$ cat src/rtl/assert_macros.svh
// Assertion macros shared by the convolution block's RTL files.
`ifndef ASSERT_MACROS_SVH
`define ASSERT_MACROS_SVH

// Concurrent assertion on a given clock, disabled while the given reset is low.
`define ASSERT_ON(label, clk, rst_n, prop, msg) \
  label: assert property (@(posedge clk) disable iff (!rst_n) prop) else $error(msg);

// Concurrent assertion on the block clock and reset.
`define ASSERT_CLK(label, prop, msg) \
  `ASSERT_ON(label, clk_i, rst_ni, prop, msg)

`endif

$ cat src/rtl/c2d_ram.sv
// Generic single-port RAM with registered read data.
module c2d_ram #(
  parameter int unsigned WIDTH = 16,
  parameter int unsigned DEPTH = 64
) (
  input  logic                                      clk_i,
  input  logic                                      we_i,
  input  logic [((DEPTH > 1) ? $clog2(DEPTH) : 1)-1:0] addr_i,
  input  logic [WIDTH-1:0]                          wdata_i,
  output logic [WIDTH-1:0]                          rdata_o
);

  logic [WIDTH-1:0] mem_q [DEPTH];

  // One write or one read per cycle.
  always_ff @(posedge clk_i) begin
    if (we_i) begin
      mem_q[addr_i] <= wdata_i;
    end
    rdata_o <= mem_q[addr_i];
  end

endmodule

$ cat config.mk
export PLATFORM = sky130hd
export DESIGN_NAME = c2d_ram
export DESIGN_NICKNAME = d
export VERILOG_FILES = /design/src/rtl/assert_macros.svh /design/src/rtl/c2d_ram.sv
export SDC_FILE = /design/constraint.sdc
export NUM_CORES = 1
export LEC_CHECK = 0
export BUFFER_PORTS_ARGS = -buffer_cell sky130_fd_sc_hd__buf_2
export CAP_MARGIN = 20
export CORE_ASPECT_RATIO = 0.9
export CORE_UTILIZATION = 53
export DETAILED_ROUTE_END_ITERATION = 16
export PLACE_DENSITY = 0.7
export SYNTH_ARGS = -nofsm -noshare
export SYNTH_HDL_FRONTEND = slang
export SYNTH_SLANG_ARGS = --single-unit
$ cat constraint.sdc
create_clock -name clk_i -period 3.7 [get_ports clk_i]
set_input_delay 0.555 -clock clk_i [delete_from_list [all_inputs] [get_ports clk_i]]
set_output_delay 0.555 -clock clk_i [all_outputs]
set_load 0.01 [all_outputs]
==> impl_results.md <==
- Pwr per Cell Area: 549 mW/mm2
- R2R depth: 5
- Synthesized area: 0.0395 mm2
- GRT Total Usage: 0.286
- Port bufs: 39
- Fin crit period: ~3.2 ns
- Clock Power Share: 0.414
- Largest net degree at the start of global routing: 65
- Worst setup path category: input pin to flip-flop
- CP Launch Type: input pin
- FF-to-FF setup slack: 1.20 ns
- Placed Cells: ~3300
- P_leak: approximately 15 nW
- Root Driver: clkbuf_16
- DRC viols: 0
- Async SR Flop Fraction: 0
- Worst-Skew Late Latency: between 0.6 and 0.7 ns
- Antenna-violating nets left: 0
- Die width: slightly below 300 um
- CTS Buffer Depth: 3
- Switching pwr: 5.25 mW
- Fin cells: around 3500
- Critical R2R Capture: rdata_o[15]$_DFF_P_
- Met2 Usage GRT: 0.411
- Ports: 40
- Share of layout cells above drive strength 1: 0.161
- Grt ovf: 0
- Hold Crit Depth: 1
- Number of fill cells: 5147
- GRT busiest layer: met2
- Critical Path Sink Type: flip-flop
- Post-CTS Resized: 0
- Crit path max fanout: 33
- Area Overhead vs Synth: 14.0%
- H-tree Lvls: 3
- Hold-fix buffers, CTS: 0
- Hold Path End: mem_q[47][4]$_DFFE_PP_
- Routed vias: roughly 23000
- RSZ-0062 raised after global routing: false
- Status: completed
- Placed Instance Area: 0.0416 mm2
- Fin crit share: 0.862
- Clock buffer count from CTS: 99
- Mean Syn Cell Area: approximately 17 um2
- Slew margin rel.: 0.140
- Number of cell rows: 94
- Comb pwr share: 0.056
- Clock transition at path regs: around 0.060 ns
- CP arrival: 3.68 ns
- Initial antenna violation count: 8
- Top_reg_cell synth: edfxtp_1
- Min Hold Slack: roughly 0.24 ns
- Final WL: 107000 um
- Switching Share: 0.212
- Hold WC Path Type: input pin to flip-flop
- Worst r2r src: mem_q[11][15]$_DFFE_PP_
- Seq pwr share: 0.530
- Worst-margin pin slew: approximately 1.3 ns
- Total core area: between 0.07 and 0.08 mm2
- Vias in the first global route: about 22000
- CTS tree: yes
- Routed len/inst: slightly above 30 um
- Vias per std cell: roughly 6.7
- Syn Inst Count: ~2300
- First-pass DRT Iterations: 6
- Met3 usage: 0.0934
- Starting DRT DRC Count: 3450
- Clock sinks: roughly 1000
- Max-slew violations: 0
- Post-synthesis cell type count: 55
- Skew final: 0.0343 ns
- Post-DP HPWL: around 66000 um
- WP data required: approximately 4.2 ns
- Setup Buffers After CTS: 0
- Fmax: between 300 and 400 MHz
- Met1 usage: 0.410
- Layout net count: about 2500
- Die Y: 261 um
- Design area: ~0.045 mm2
- Maximum VDD drop: approximately 0.38 mV
- Final Core Density: 0.613
- Hold Crit Start: wdata_i[4]
- GPL Wtd Cong: between 0.9 and 1
- First-pass GRT wire length: around 150000 um
- Yosys warnings: 0
- Internal: slightly below 20 mW
- Yosys reg bits: between 1000 and 1500
- Final hold violation count: 0
- Max-cap viol count: 0
- Syn_nets: 2288
- Final setup fails: 0
- Post-synth EDFFs: slightly above 1000
- Initial Util: 0.538
- Seq/Total Area, Yosys: 0.787
- Die area: 0.0756 mm2
-- sequential cells by signal, summed over array words and instances, names as in the netlist --
register	cells
mem_q	1024
rdata_o	16
-- Yosys cell counts (2+ instances only) --
| cell type | instances | share of area |
|---|---|---|
| a2111oi_0 | 8 | 0.0018 |
| o211a_1 | 7 | 0.0018 |
| and2_1 | 4 | 0.00063 |
| buf_1 | 13 | 0.0012 |
| a32o_1 | 2 | 0.00051 |
| nor3_1 | 10 | 0.0013 |
| a31oi_1 | 23 | 0.0036 |
| o221ai_1 | 14 | 0.0031 |
| a22o_1 | 21 | 0.0047 |
| nor3b_1 | 3 | 0.00057 |
| clkbuf_1 | 62 | 0.0059 |
| edfxtp_1 | 1024 | 0.78 |
| dfxtp_1 | 16 | 0.0081 |
| a21oi_1 | 74 | 0.0094 |
| o22ai_1 | 58 | 0.0092 |
| or4_1 | 9 | 0.0017 |
| buf_2 | 62 | 0.0079 |
| o211ai_1 | 4 | 0.00076 |
| buf_4 | 16 | 0.0030 |
| a221oi_1 | 106 | 0.024 |
| mux2i_1 | 154 | 0.039 |
| nand4_1 | 7 | 0.0011 |
| mux4_2 | 6 | 0.0034 |
| nand2_1 | 40 | 0.0038 |
| a311oi_1 | 6 | 0.0013 |
| a211oi_1 | 20 | 0.0038 |
| nand2b_1 | 5 | 0.00079 |
| buf_6 | 9 | 0.0026 |
| nor2b_1 | 9 | 0.0014 |
| a22oi_1 | 196 | 0.037 |
| nor2_1 | 159 | 0.015 |
| o21ai_1 | 4 | 0.00051 |
| mux2_2 | 17 | 0.0048 |
| o22a_1 | 27 | 0.0060 |
| nand3_1 | 10 | 0.0013 |
| a222oi_1 | 9 | 0.0023 |
| o21ai_0 | 29 | 0.0037 |
| nand3b_1 | 3 | 0.00057 |
| a221o_1 | 2 | 0.00051 |
-- layout make-up --
| cell class | instances | area, um2 | share of cell area |
|---|---|---|---|
| antenna | 1 | 2.50 | 0.0000556 |
| clock buffer | 134 | 2730 | 0.0608 |
| clock inverter | 50 | 561 | 0.0125 |
| inverter | 2 | 7.51 | 0.000167 |
| multi-input combinational | 1060 | 7650 | 0.170 |
| sequential | 1040 | 31100 | 0.691 |
| tap | 960 | 1200 | 0.0267 |
| timing repair buffer | 224 | 1770 | 0.0393 |
-- cell families after synthesis --
family / synth area share
buffers and inverters: 0.0208
flip-flops: 0.787
AND/OR/NAND/NOR: 0.0293
multiplexers: 0.0476
AO/OA/AOI/OAI: 0.115
-- through the flow --
stage               setup slack [ns]  TNS, ns  total power, mW
CTS                            0.825        0             24.8
floorplan                      0.780        0             14.0
finish                         0.510        0             24.7
global route                   0.549        0             25.3
global placement             -0.0799   -0.119             14.6
detailed placement             0.105        0             14.7
-- worst max-delay path, stage by stage --
cell and delay, ns:
buf_6 0.32, nor2_4 0.26, buf_4 0.27, buf_4 0.24, a22oi_1 0.25, o22ai_1 0.12, o21ai_0 0.41, o311ai_0 0.54
or4_1 0.65
-- how the worst max path moves through the flow --
stage / endpoint / slack (ns) / start / cells after the start
3_3_place_gp: rdata_o[2]$_DFF_P_ / -0.08 / addr_i[1] / 8
3_5_place_dp: rdata_o[15]$_DFF_P_ / 0.10 / addr_i[1] / 9
6_report: rdata_o[15]$_DFF_P_ / 0.51 / addr_i[1] / 9
4_1_cts: rdata_o[15]$_DFF_P_ / 0.82 / addr_i[1] / 9
5_1_grt: rdata_o[15]$_DFF_P_ / 0.55 / addr_i[1] / 9
2_1_floorplan: mem_q[13][0]$_DFFE_PP_ / 0.78 / addr_i[0] / 8
-- routing by layer --
metal	vias to the layer above	part of all wire
met5	-	0.00070
met2	1555	0.44
li1	9690	-
met3	203	0.13
met1	11600	0.39
met4	10	0.036
-- power groups by stage --
stage | Combinational, mW | Sequential [mW] | Clock [mW]
after floorplan | 0.648 | 13.3 | 0
after detailed placement | 1.33 | 13.3 | 0
after CTS | 1.34 | 13.1 | 10.3
after global placement | 1.30 | 13.3 | 0
after global routing | 1.44 | 13.1 | 10.8
final | 1.39 | 13.1 | 10.2
-- cells in the final DEF (no fill, tap or decap), types with 9 or more instances in the layout --
| cell | n |
|---|---|
| a211oi_1 | 20 |
| a21oi_1 | 74 |
| a221oi_1 | 106 |
| a222oi_1 | 9 |
| a22o_1 | 21 |
| a22oi_1 | 196 |
| a31oi_1 | 23 |
| buf_12 | 11 |
| buf_2 | 37 |
| buf_4 | 166 |
| bufinv_16 | 12 |
| clkbuf_1 | 27 |
| clkbuf_16 | 103 |
| clkinv_1 | 15 |
| clkinv_2 | 14 |
| dfxtp_1 | 16 |
| edfxtp_1 | 1024 |
| mux2_2 | 17 |
| mux2i_1 | 154 |
| nand2_1 | 40 |
| nand3_1 | 10 |
| nor2_1 | 156 |
| nor3_1 | 9 |
| o21ai_0 | 29 |
| o221ai_1 | 14 |
| o22a_1 | 27 |
| o22ai_1 | 58 |
| or4_1 | 9 |
No activity file was read; power rests on OpenSTA's default activity.
