[src/rtl/assert_macros.svh]
// Assertion macros shared by the convolution block's RTL files.
`ifndef ASSERT_MACROS_SVH
`define ASSERT_MACROS_SVH

// Concurrent assertion on a given clock, disabled while the given reset is low.
`define ASSERT_ON(label, clk, rst_n, prop, msg) \
  label: assert property (@(posedge clk) disable iff (!rst_n) prop) else $error(msg);

// Concurrent assertion on the block clock and reset.
`define ASSERT_CLK(label, prop, msg) \
  `ASSERT_ON(label, clk_i, rst_ni, prop, msg)

`endif

[src/rtl/c2d_pkg.sv]
// Shared types and constants of the 3x3 convolution block.
package c2d_pkg;

  // Item kinds carried on the input tuser.
  typedef enum logic [1:0] {
    FUNC_WEIGHT  = 2'd0,
    FUNC_BIAS    = 2'd1,
    FUNC_PIXEL   = 2'd2,
    FUNC_COMPUTE = 2'd3
  } func_e;

  // Configuration register indexes.
  typedef enum logic [1:0] {
    REG_IN_CH  = 2'd0,
    REG_HEIGHT = 2'd1,
    REG_WIDTH  = 2'd2,
    REG_OUT_CH = 2'd3
  } reg_e;

  localparam int unsigned CFG_DATA_W = 32;
  localparam int unsigned CFG_ADDR_W = 4;
  localparam int unsigned IN_DATA_W  = 56;
  localparam int unsigned IN_USER_W  = 2;
  localparam int unsigned OUT_DATA_W = 32;
  localparam int unsigned OUT_USER_W = 2;
  localparam int unsigned SAMPLE_W   = 16;
  localparam int unsigned BIAS_W     = 32;
  localparam int unsigned PROD_W     = 32;

  // Store dimensions; the stream fields and registers are sized for these.
  localparam int unsigned MAX_OUT_CHANNELS = 64;
  localparam int unsigned MAX_IN_CHANNELS  = 8;
  localparam int unsigned MAX_HEIGHT       = 64;
  localparam int unsigned MAX_WIDTH        = 64;
  localparam int unsigned KDIM             = 3;

  // Register reset values.
  localparam logic [3:0] RST_IN_CH  = 4'd3;
  localparam logic [6:0] RST_HEIGHT = 7'd32;
  localparam logic [6:0] RST_WIDTH  = 7'd32;
  localparam logic [6:0] RST_OUT_CH = 7'd64;

  // Saturation limits of the Q16.16 result.
  localparam logic [31:0] RESULT_MAX = 32'h7fff_ffff;
  localparam logic [31:0] RESULT_MIN = 32'h8000_0000;

  // Controls from the sequencer to the multiply-accumulate unit.
  typedef struct packed {
    logic clear;
    logic mul_en;
    logic add_en;
  } mac_ctl_t;

endpackage

[src/rtl/c2d_mac.sv]
// Shared multiply-accumulate unit: one registered product per cycle into a wide sum.
`include "assert_macros.svh"

module c2d_mac #(
  parameter int unsigned ACC_W = 40
) (
  input  logic                               clk_i,
  input  logic                               rst_ni,
  input  c2d_pkg::mac_ctl_t                  ctl_i,
  input  logic signed [c2d_pkg::SAMPLE_W-1:0] pixel_i,
  input  logic signed [c2d_pkg::SAMPLE_W-1:0] weight_i,
  input  logic signed [c2d_pkg::BIAS_W-1:0]   bias_i,
  output logic signed [ACC_W-1:0]             acc_o
);
  import c2d_pkg::*;

  logic                     pv_q;
  logic signed [PROD_W-1:0] prod_q;
  logic signed [ACC_W-1:0]  acc_q;

  // Product stage; pv_q marks a product waiting to be summed.
  always_ff @(posedge clk_i or negedge rst_ni) begin
    if (!rst_ni) begin
      pv_q <= 1'b0;
    end else begin
      pv_q <= ctl_i.mul_en;
    end
  end

  always_ff @(posedge clk_i) begin
    if (ctl_i.mul_en) begin
      prod_q <= pixel_i * weight_i;
    end
  end

  // Accumulator: clear, add a product, or add the bias.
  always_ff @(posedge clk_i) begin
    priority if (ctl_i.clear) begin
      acc_q <= '0;
    end else if (pv_q) begin
      acc_q <= acc_q + ACC_W'(prod_q);
    end else if (ctl_i.add_en) begin
      acc_q <= acc_q + ACC_W'(bias_i);
    end
  end

  assign acc_o = acc_q;

  `ASSERT_CLK(a_bias_after_drain, ctl_i.add_en |-> !pv_q,
              "bias add collides with a pending product")
  `ASSERT_CLK(a_clear_when_empty, ctl_i.clear |-> !pv_q,
              "accumulator cleared while a product is pending")

endmodule

[config.mk]
export PLATFORM = sky130hd
export DESIGN_NAME = c2d_mac
export DESIGN_NICKNAME = d
export VERILOG_FILES = /design/src/rtl/c2d_pkg.sv /design/src/rtl/c2d_mac.sv
export VERILOG_INCLUDE_DIRS = /design/src /design/src/rtl
export SDC_FILE = /design/constraint.sdc
export NUM_CORES = 1
export LEC_CHECK = 0
export BUFFER_PORTS_ARGS = -buffer_cell sky130_fd_sc_hd__buf_2
export CORE_MARGIN = 2
export CORE_UTILIZATION = 58
export CTS_CLUSTER_SIZE = 10
export DETAILED_ROUTE_END_ITERATION = 8
export GPL_ROUTABILITY_DRIVEN = 1
export PLACE_DENSITY = 0.82
export SYNTH_ARGS = -nofsm -noshare
export SYNTH_HDL_FRONTEND = slang
export SYNTH_SLANG_ARGS = --single-unit
export TNS_END_PERCENT = 10
[constraint.sdc]
create_clock -name clk_i -period 3.55 [get_ports clk_i]
set_input_delay 0.1775 -clock clk_i [delete_from_list [all_inputs] [get_ports clk_i]]
set_output_delay 0.1775 -clock clk_i [all_outputs]
set_load 0.05 [all_outputs]
==> reports/metrics.cfg, run 1 <==
[die]
die_width_um = 163.6
fp.dieH_um = 163.6
floorplan.initialDensity_pct = 58.81
ios = 109
row_count = 58
die_area_mm2 = 0.02675
design.core.area_mm2 = 0.02511

[placed_design]
dpl_cell_area_mm2 = 0.01686
numPortBuffers = 108
dpl.hpwl_um = 30850
post-place-ws_ns = -2.550
gp_congestion = 0.9467

[global_routing]
grt.total_usage_pct = 29.16
grt.overflow.total = 0
first_global_vias = 13070
first_pass_grt_wire_length_um = 62160
grt_max_degree = 43
number_of_antenna_violations_at_the_first_check_in_global_routing = 0

[setup_path]
criticalPathCategory = in2reg
crit_path_start_kind = primary input
timing.critical_path.mode_cell = sky130_fd_sc_hd__fa_1
critPathRequiredTime_ns = 3.64
cp_data_arrival_time_ns = 5.73
setup.worst_path.end_class = register
timing.critical_path.slowest_stage_cell = sky130_fd_sc_hd__fa_1
chain_of_cells_forming_the_critical_path = buf_4, buf_4, and2_4, fa_1, fa_1, fa_1, fa_1, fa_1, inv_1, fa_1, inv_1, ha_4, a21o_1, a21o_1, a21oi_2, o21ai_2, or3_1, or3_4, a31o_1, a21oi_2, xnor2_1
critical_path_buf_inv_count = 4
critPathMaxStageDelay_ns = 0.56
critical_path.top_delay_family = adder cells
worstPathMaxFanout = 8

[cts]
cts_tree = built
clk_latency_ns = 0.34
clock_tree.root_cell = sky130_fd_sc_hd__clkbuf_16
cts_num_sinks = 73
clock_path_buffers = 2
cts_made_buffers = 9
clkSlewWorstSetupHoldPaths_ns = 0.06
cts.htree.levels = 3

[synthesis]
postSynth.topFlopCell = sky130_fd_sc_hd__dfxtp_1
yosys.cell_types.count = 66
synthesis.nets = 2086
yosysSeqAreaShare_pct = 12.10
ys_seq_elements = 73
yosysWarningCount = 0
average_footprint_of_a_synthesized_cell_um2 = 9.043
asyncSetResetFlopFracSynth_pct = 1.370
number_of_instances_in_the_synthesized_netlist = 1633
synth.cell_area_mm2 = 0.01477
synth_edf_count = 32

[timing]
rsz0062_at_grt = yes
setup_violations = 25
timing.clock.skew_ns = 0.008180
finalWorstPathRequiredPeriod_ns = 5.631
worst_pin_slew_ns = 0.8701
final_max_slew_viol_count = 0
final.period_utilization_pct = 158.6
finalWorstSetupSlack_ns = -2.081
hold_viol = 0
slew_headroom_pct = 41.99
clock.fmax_mhz = 177.6

[final_layout]
areaGrowthSynthToFinish_pct = 21.44
mostFrequentLayoutCell = sky130_fd_sc_hd__inv_1
mostFrequentLayoutCells = sky130_fd_sc_hd__inv_1, sky130_fd_sc_hd__fa_1, sky130_fd_sc_hd__nand2_1
drive_above_1_share_pct = 24.52
fillCellCount = 1796
antenna_cells_inserted = 0
post_route_standard_cell_area_excluding_fillers_mm2 = 0.01793
multi_input_area_mm2 = 0.01209
register_area_mm2 = 0.001787
final_nets = 2332

[route]
drt-pass1-iter-count = 7
wl_per_cell_um = 17.44
via_per_inst = 5.542
detailedRoute.firstIterationViolations = 1025
overall_via_count_from_detail_route = 12270
ant_nets = 0
remaining_drc_errors = 0
totalWireLength_um = 38610

[hold_path]
timing.hold.worst.class = in2async

[flow_run]
number_of_max_cap_violations = 0

[run_status]
violations = negative setup slack
run_status = complete, but fails checks

## cells by family (layout without fill, tap and decap cells)
logic type | after synthesis | after routing | share of synthesized area (%)
flip-flops | 73 | 73 | 12.10
adder cells (fa/ha/maj) | 384 | 384 | 45.91
AND/OR/NAND/NOR | 479 | 479 | 15.91
AO/OA/AOI/OAI | 231 | 231 | 10.18
multiplexers | 33 | 33 | 2.491
buffers and inverters | 364 | 615 | 9.320
XOR/XNOR | 69 | 69 | 4.093
## per-stage QoR
step | utilization [%] | setup TNS [ns] | std cells | hold slack [ns]
floorplan | - | -34.43 | 1633 | -0.1181
global placement | 67.16 | -44.02 | 2177 | -0.04643
detailed placement | 67.16 | -46.70 | 2177 | -0.04279
CTS | 69.75 | -32.60 | 2202 | 0.1349
global route | 71.42 | -37.94 | 2214 | 0.1645
finish | 71.42 | -33.71 | 2214 | 0.1487
## cell usage after synthesis (all sizes together) (2+ instances only)
cell | count | area share (%)
a31oi | 12 | 0.59
o211ai | 4 | 0.20
ha | 121 | 10
a21boi | 4 | 0.20
nor2 | 57 | 1.4
edfxtp | 32 | 6.5
o21a | 8 | 0.41
nor2b | 11 | 0.48
a211oi | 15 | 0.92
nand3b | 4 | 0.20
and4 | 2 | 0.13
fa | 263 | 36
o21ai | 33 | 1.2
nor3 | 10 | 0.34
xnor2 | 51 | 3.0
clkbuf | 58 | 1.5
nand2 | 202 | 5.1
o21bai | 11 | 0.58
o211a | 2 | 0.14
nand4 | 13 | 0.55
mux2i | 3 | 0.20
a22oi | 2 | 0.14
nand3 | 20 | 0.71
or2 | 2 | 0.085
or3 | 9 | 0.39
nand2b | 10 | 0.42
a211o | 2 | 0.12
a21o | 31 | 1.6
and3 | 10 | 0.42
dfxtp | 40 | 5.4
a31o | 2 | 0.12
xor2 | 18 | 1.1
and2 | 126 | 5.3
a21oi | 90 | 3.1
mux2 | 30 | 2.3
buf | 7 | 0.24
o31ai | 6 | 0.34
inv | 299 | 7.6
## final timing paths
path / startpoint / endpoint / slack [ns] / depth (start not counted)
worst max-delay path: pixel_i[7] / prod_q[30]$_DFFE_PP_ / -2.08 / 21
worst min-delay path: rst_ni / pv_q$_DFF_PN0_ / 0.15 / 2
worst max register to register: pv_q$_DFF_PN0_ / acc_o[38]$_SDFFE_PP0P_ / 0.09 / 14
worst min register to register: acc_o[0]$_SDFFE_PP0P_ / acc_o[0]$_SDFFE_PP0P_ / 0.47 / 2
max in group asynchronous: rst_ni / pv_q$_DFF_PN0_ / 3.32 / 2
min in group clk_i: ctl_i[0] / acc_o[27]$_SDFFE_PP0P_ / 0.27 / 4
## flip-flops by register name, indices dropped and copies added (netlist names)
register	count
prod_q	32
pv_q	1
acc_o	40
## repair_timing
item,CTS,global route
endpoints found under the hold margin,1,0
pin swaps,38,45
hold buffers,1,0
gates cloned,0,1
endpoints found under the setup margin,25,31
resized for setup,76,82
buffers inserted,8,12
## final cells by class
cell class	count	share of cell area (%)
clock buffers	12	1.556
clock inverters	4	0.1256
inverters	299	6.294
multi-input cells	1196	67.40
flip-flops and latches	73	9.964
well taps	330	2.303
repair buffers	300	12.36
## worst register-to-register path, cell delays in order, from the launching register on
cell	delay [ns]
sky130_fd_sc_hd__dfrtp_1	0.39
sky130_fd_sc_hd__buf_12	0.18
sky130_fd_sc_hd__mux2_2	0.23
sky130_fd_sc_hd__ha_1	0.18
sky130_fd_sc_hd__inv_1	0.06
sky130_fd_sc_hd__fa_1	0.40
sky130_fd_sc_hd__nor2b_2	0.20
sky130_fd_sc_hd__o31ai_2	0.10
sky130_fd_sc_hd__a211oi_2	0.30
sky130_fd_sc_hd__o21ai_2	0.14
sky130_fd_sc_hd__a211oi_4	0.35
sky130_fd_sc_hd__o21bai_2	0.15
sky130_fd_sc_hd__a31o_1	0.26
sky130_fd_sc_hd__and3b_1	0.18
sky130_fd_sc_hd__o31ai_1	0.24
## per-layer routing
metal | routed length, um | global-route usage (%) | vias up
met3 | 2541 | 3.987 | 65
met5 | 0 | 0 | -
li1 | - | - | 5635
met4 | 681 | 7.217 | 0
met1 | 16130 | 37.60 | 6103
met2 | 19260 | 52.01 | 467
Power of run 1 is not shown: default switching activity piles up to over one toggle a cycle in this logic, so the estimate is an artifact.
==> run 2: changes to the inputs <==
--- a/config.mk
+++ b/config.mk
@@ -16,4 +16,3 @@
 export SYNTH_ARGS = -nofsm -noshare
 export SYNTH_HDL_FRONTEND = slang
 export SYNTH_SLANG_ARGS = --single-unit
-export TNS_END_PERCENT = 10
==> reports/metrics.cfg, run 2 (same netlist as run 1, synthesis figures left out) <==
[setup_path]
cp_data_arrival_time_ns = 5.56
setup.worst_path.end_class = register
timing.critical_path.slowest_stage_cell = sky130_fd_sc_hd__fa_1
worstPathMaxFanout = 7
critPathRequiredTime_ns = 3.64
critPathMaxStageDelay_ns = 0.57
timing.reg2reg.setup_slack_ns = 0.14
criticalPathCategory = in2reg
chain_of_cells_forming_the_critical_path = buf_12, and2_4, fa_1, inv_2, fa_1, fa_1, inv_2, fa_1, fa_1, inv_1, fa_1, inv_2, ha_4, a21o_1, a21o_1, a21oi_2, o21ai_2, or3_1, or3_4, a31o_1, a21oi_2, xnor2_1
crit_path_start_kind = primary input
timing.critical_path.mode_cell = sky130_fd_sc_hd__fa_1

[route]
remaining_drc_errors = 0
detailedRoute.firstIterationViolations = 1008
wl_per_cell_um = 17.70
overall_via_count_from_detail_route = 12450
ant_nets = 0
drt-pass1-iter-count = 7
totalWireLength_um = 39380
via_per_inst = 5.596

[final_layout]
drive_above_1_share_pct = 27.12
final_nets = 2343
final_core_utilization_pct = 72.99
areaGrowthSynthToFinish_pct = 24.11
register_area_mm2 = 0.001788
multi_input_area_mm2 = 0.01225
mostFrequentLayoutCells = sky130_fd_sc_hd__inv_1, sky130_fd_sc_hd__fa_1, sky130_fd_sc_hd__nand2_1
fillCellCount = 1714
antenna_cells_inserted = 0
largest_reg_flops = 40
mostFrequentLayoutCell = sky130_fd_sc_hd__inv_1

[timing]
timing.clock.skew_ns = 0.008015
final.period_utilization_pct = 154.0
setup_violations = 25
slew_headroom_pct = 43.19
finalWorstSetupSlack_ns = -1.916
clock.fmax_mhz = 183.0
finalWorstPathRequiredPeriod_ns = 5.466
hold_viol = 0
worst_pin_slew_ns = 0.8522
final_max_slew_viol_count = 0
rsz0062_at_grt = yes

[cts]
cts_num_sinks = 73
cts.htree.levels = 3
clock_path_buffers = 2
cts_made_buffers = 9
cts_tree = built
clkSlewWorstSetupHoldPaths_ns = 0.06
clk_latency_ns = 0.34
clock_tree.root_cell = sky130_fd_sc_hd__clkbuf_16

[run_status]
violations = negative setup slack
run_status = complete, but fails checks

[placed_design]
gp_congestion = 0.9300
numPortBuffers = 108
dpl.hpwl_um = 31430

[global_routing]
number_of_antenna_violations_at_the_first_check_in_global_routing = 0
grt.overflow.total = 0
grt_max_degree = 43
first_pass_grt_wire_length_um = 62690
first_global_vias = 13350
grt.total_usage_pct = 29.40

[die]
die_width_um = 163.6
design.core.area_mm2 = 0.02511
die_area_mm2 = 0.02675
floorplan.initialDensity_pct = 58.81
ios = 109
row_count = 58
fp.dieH_um = 163.6

[hold_path]
timing.hold.worst.class = in2async

[flow_run]
number_of_max_cap_violations = 0

## run 2: what timing repair did
| action | in CTS | in global routing |
|---|---|---|
| pin swaps | 37 | 52 |
| setup buffers | 15 | 13 |
| hold buffers | 1 | 0 |
| hold endpoints to repair | 1 | 0 |
| setup endpoints to repair | 27 | 33 |
| gates resized for setup | 115 | 78 |
## run 2: routing by layer
layer / vias to the layer above / GRT usage (%) / share of wire, %
li1: 5662 / - / -
met1: 6146 / 36.05 / 40
met2: 510 / 53.64 / 51
met3: 133 / 3.606 / 6.1
met4: 0 / 9.848 / 3.3
met5: - / 0 / 0
## run 2: path summary, 6_finish.rpt
kind	startpoint	endpoint	depth (start not counted)
max	pixel_i[12]	prod_q[30]$_DFFE_PP_	22
min	rst_ni	pv_q$_DFF_PN0_	2
max reg2reg	pv_q$_DFF_PN0_	acc_o[39]$_SDFFE_PP0P_	12
min reg2reg	acc_o[29]$_SDFFE_PP0P_	acc_o[29]$_SDFFE_PP0P_	2
max in group asynchronous	rst_ni	pv_q$_DFF_PN0_	2
min in group clk_i	ctl_i[0]	acc_o[35]$_SDFFE_PP0P_	4
## run 2: final cells by class
| class | count | share of cell area, % |
|---|---|---|
| sequential | 73 | 9.756 |
| timing repair buffer | 311 | 13.29 |
| clock buffer | 11 | 1.386 |
| inverter | 299 | 6.171 |
| tap | 330 | 2.253 |
| clock inverter | 5 | 0.2799 |
| multi-input combinational | 1196 | 66.86 |
## run 2: critical path: cells and delay by family
family,cells,cell delay [ns]
xor gates and xnor gates,1,0.08
AOI/OAI and AO/OA,6,0.89
adders and majority gates,7,3.28
and+or+nand+nor,3,0.82
buffers and inverters,5,0.30
## run 2: per-stage QoR
step	std cells	cell area [um2]	hold slack, ns	setup TNS, ns	setup slack [ns]
floorplan	1633	15330	-0.1181	-30.23	-2.044
global placement	2184	17140	-0.04850	-43.87	-2.309
detailed placement	2184	17140	-0.04603	-46.18	-2.454
CTS	2216	17960	0.1210	-33.73	-1.914
global route	2225	18330	0.1621	-39.30	-2.113
finish	2225	18330	0.1397	-35.46	-1.916
Power of run 2 is left out for the same reason.
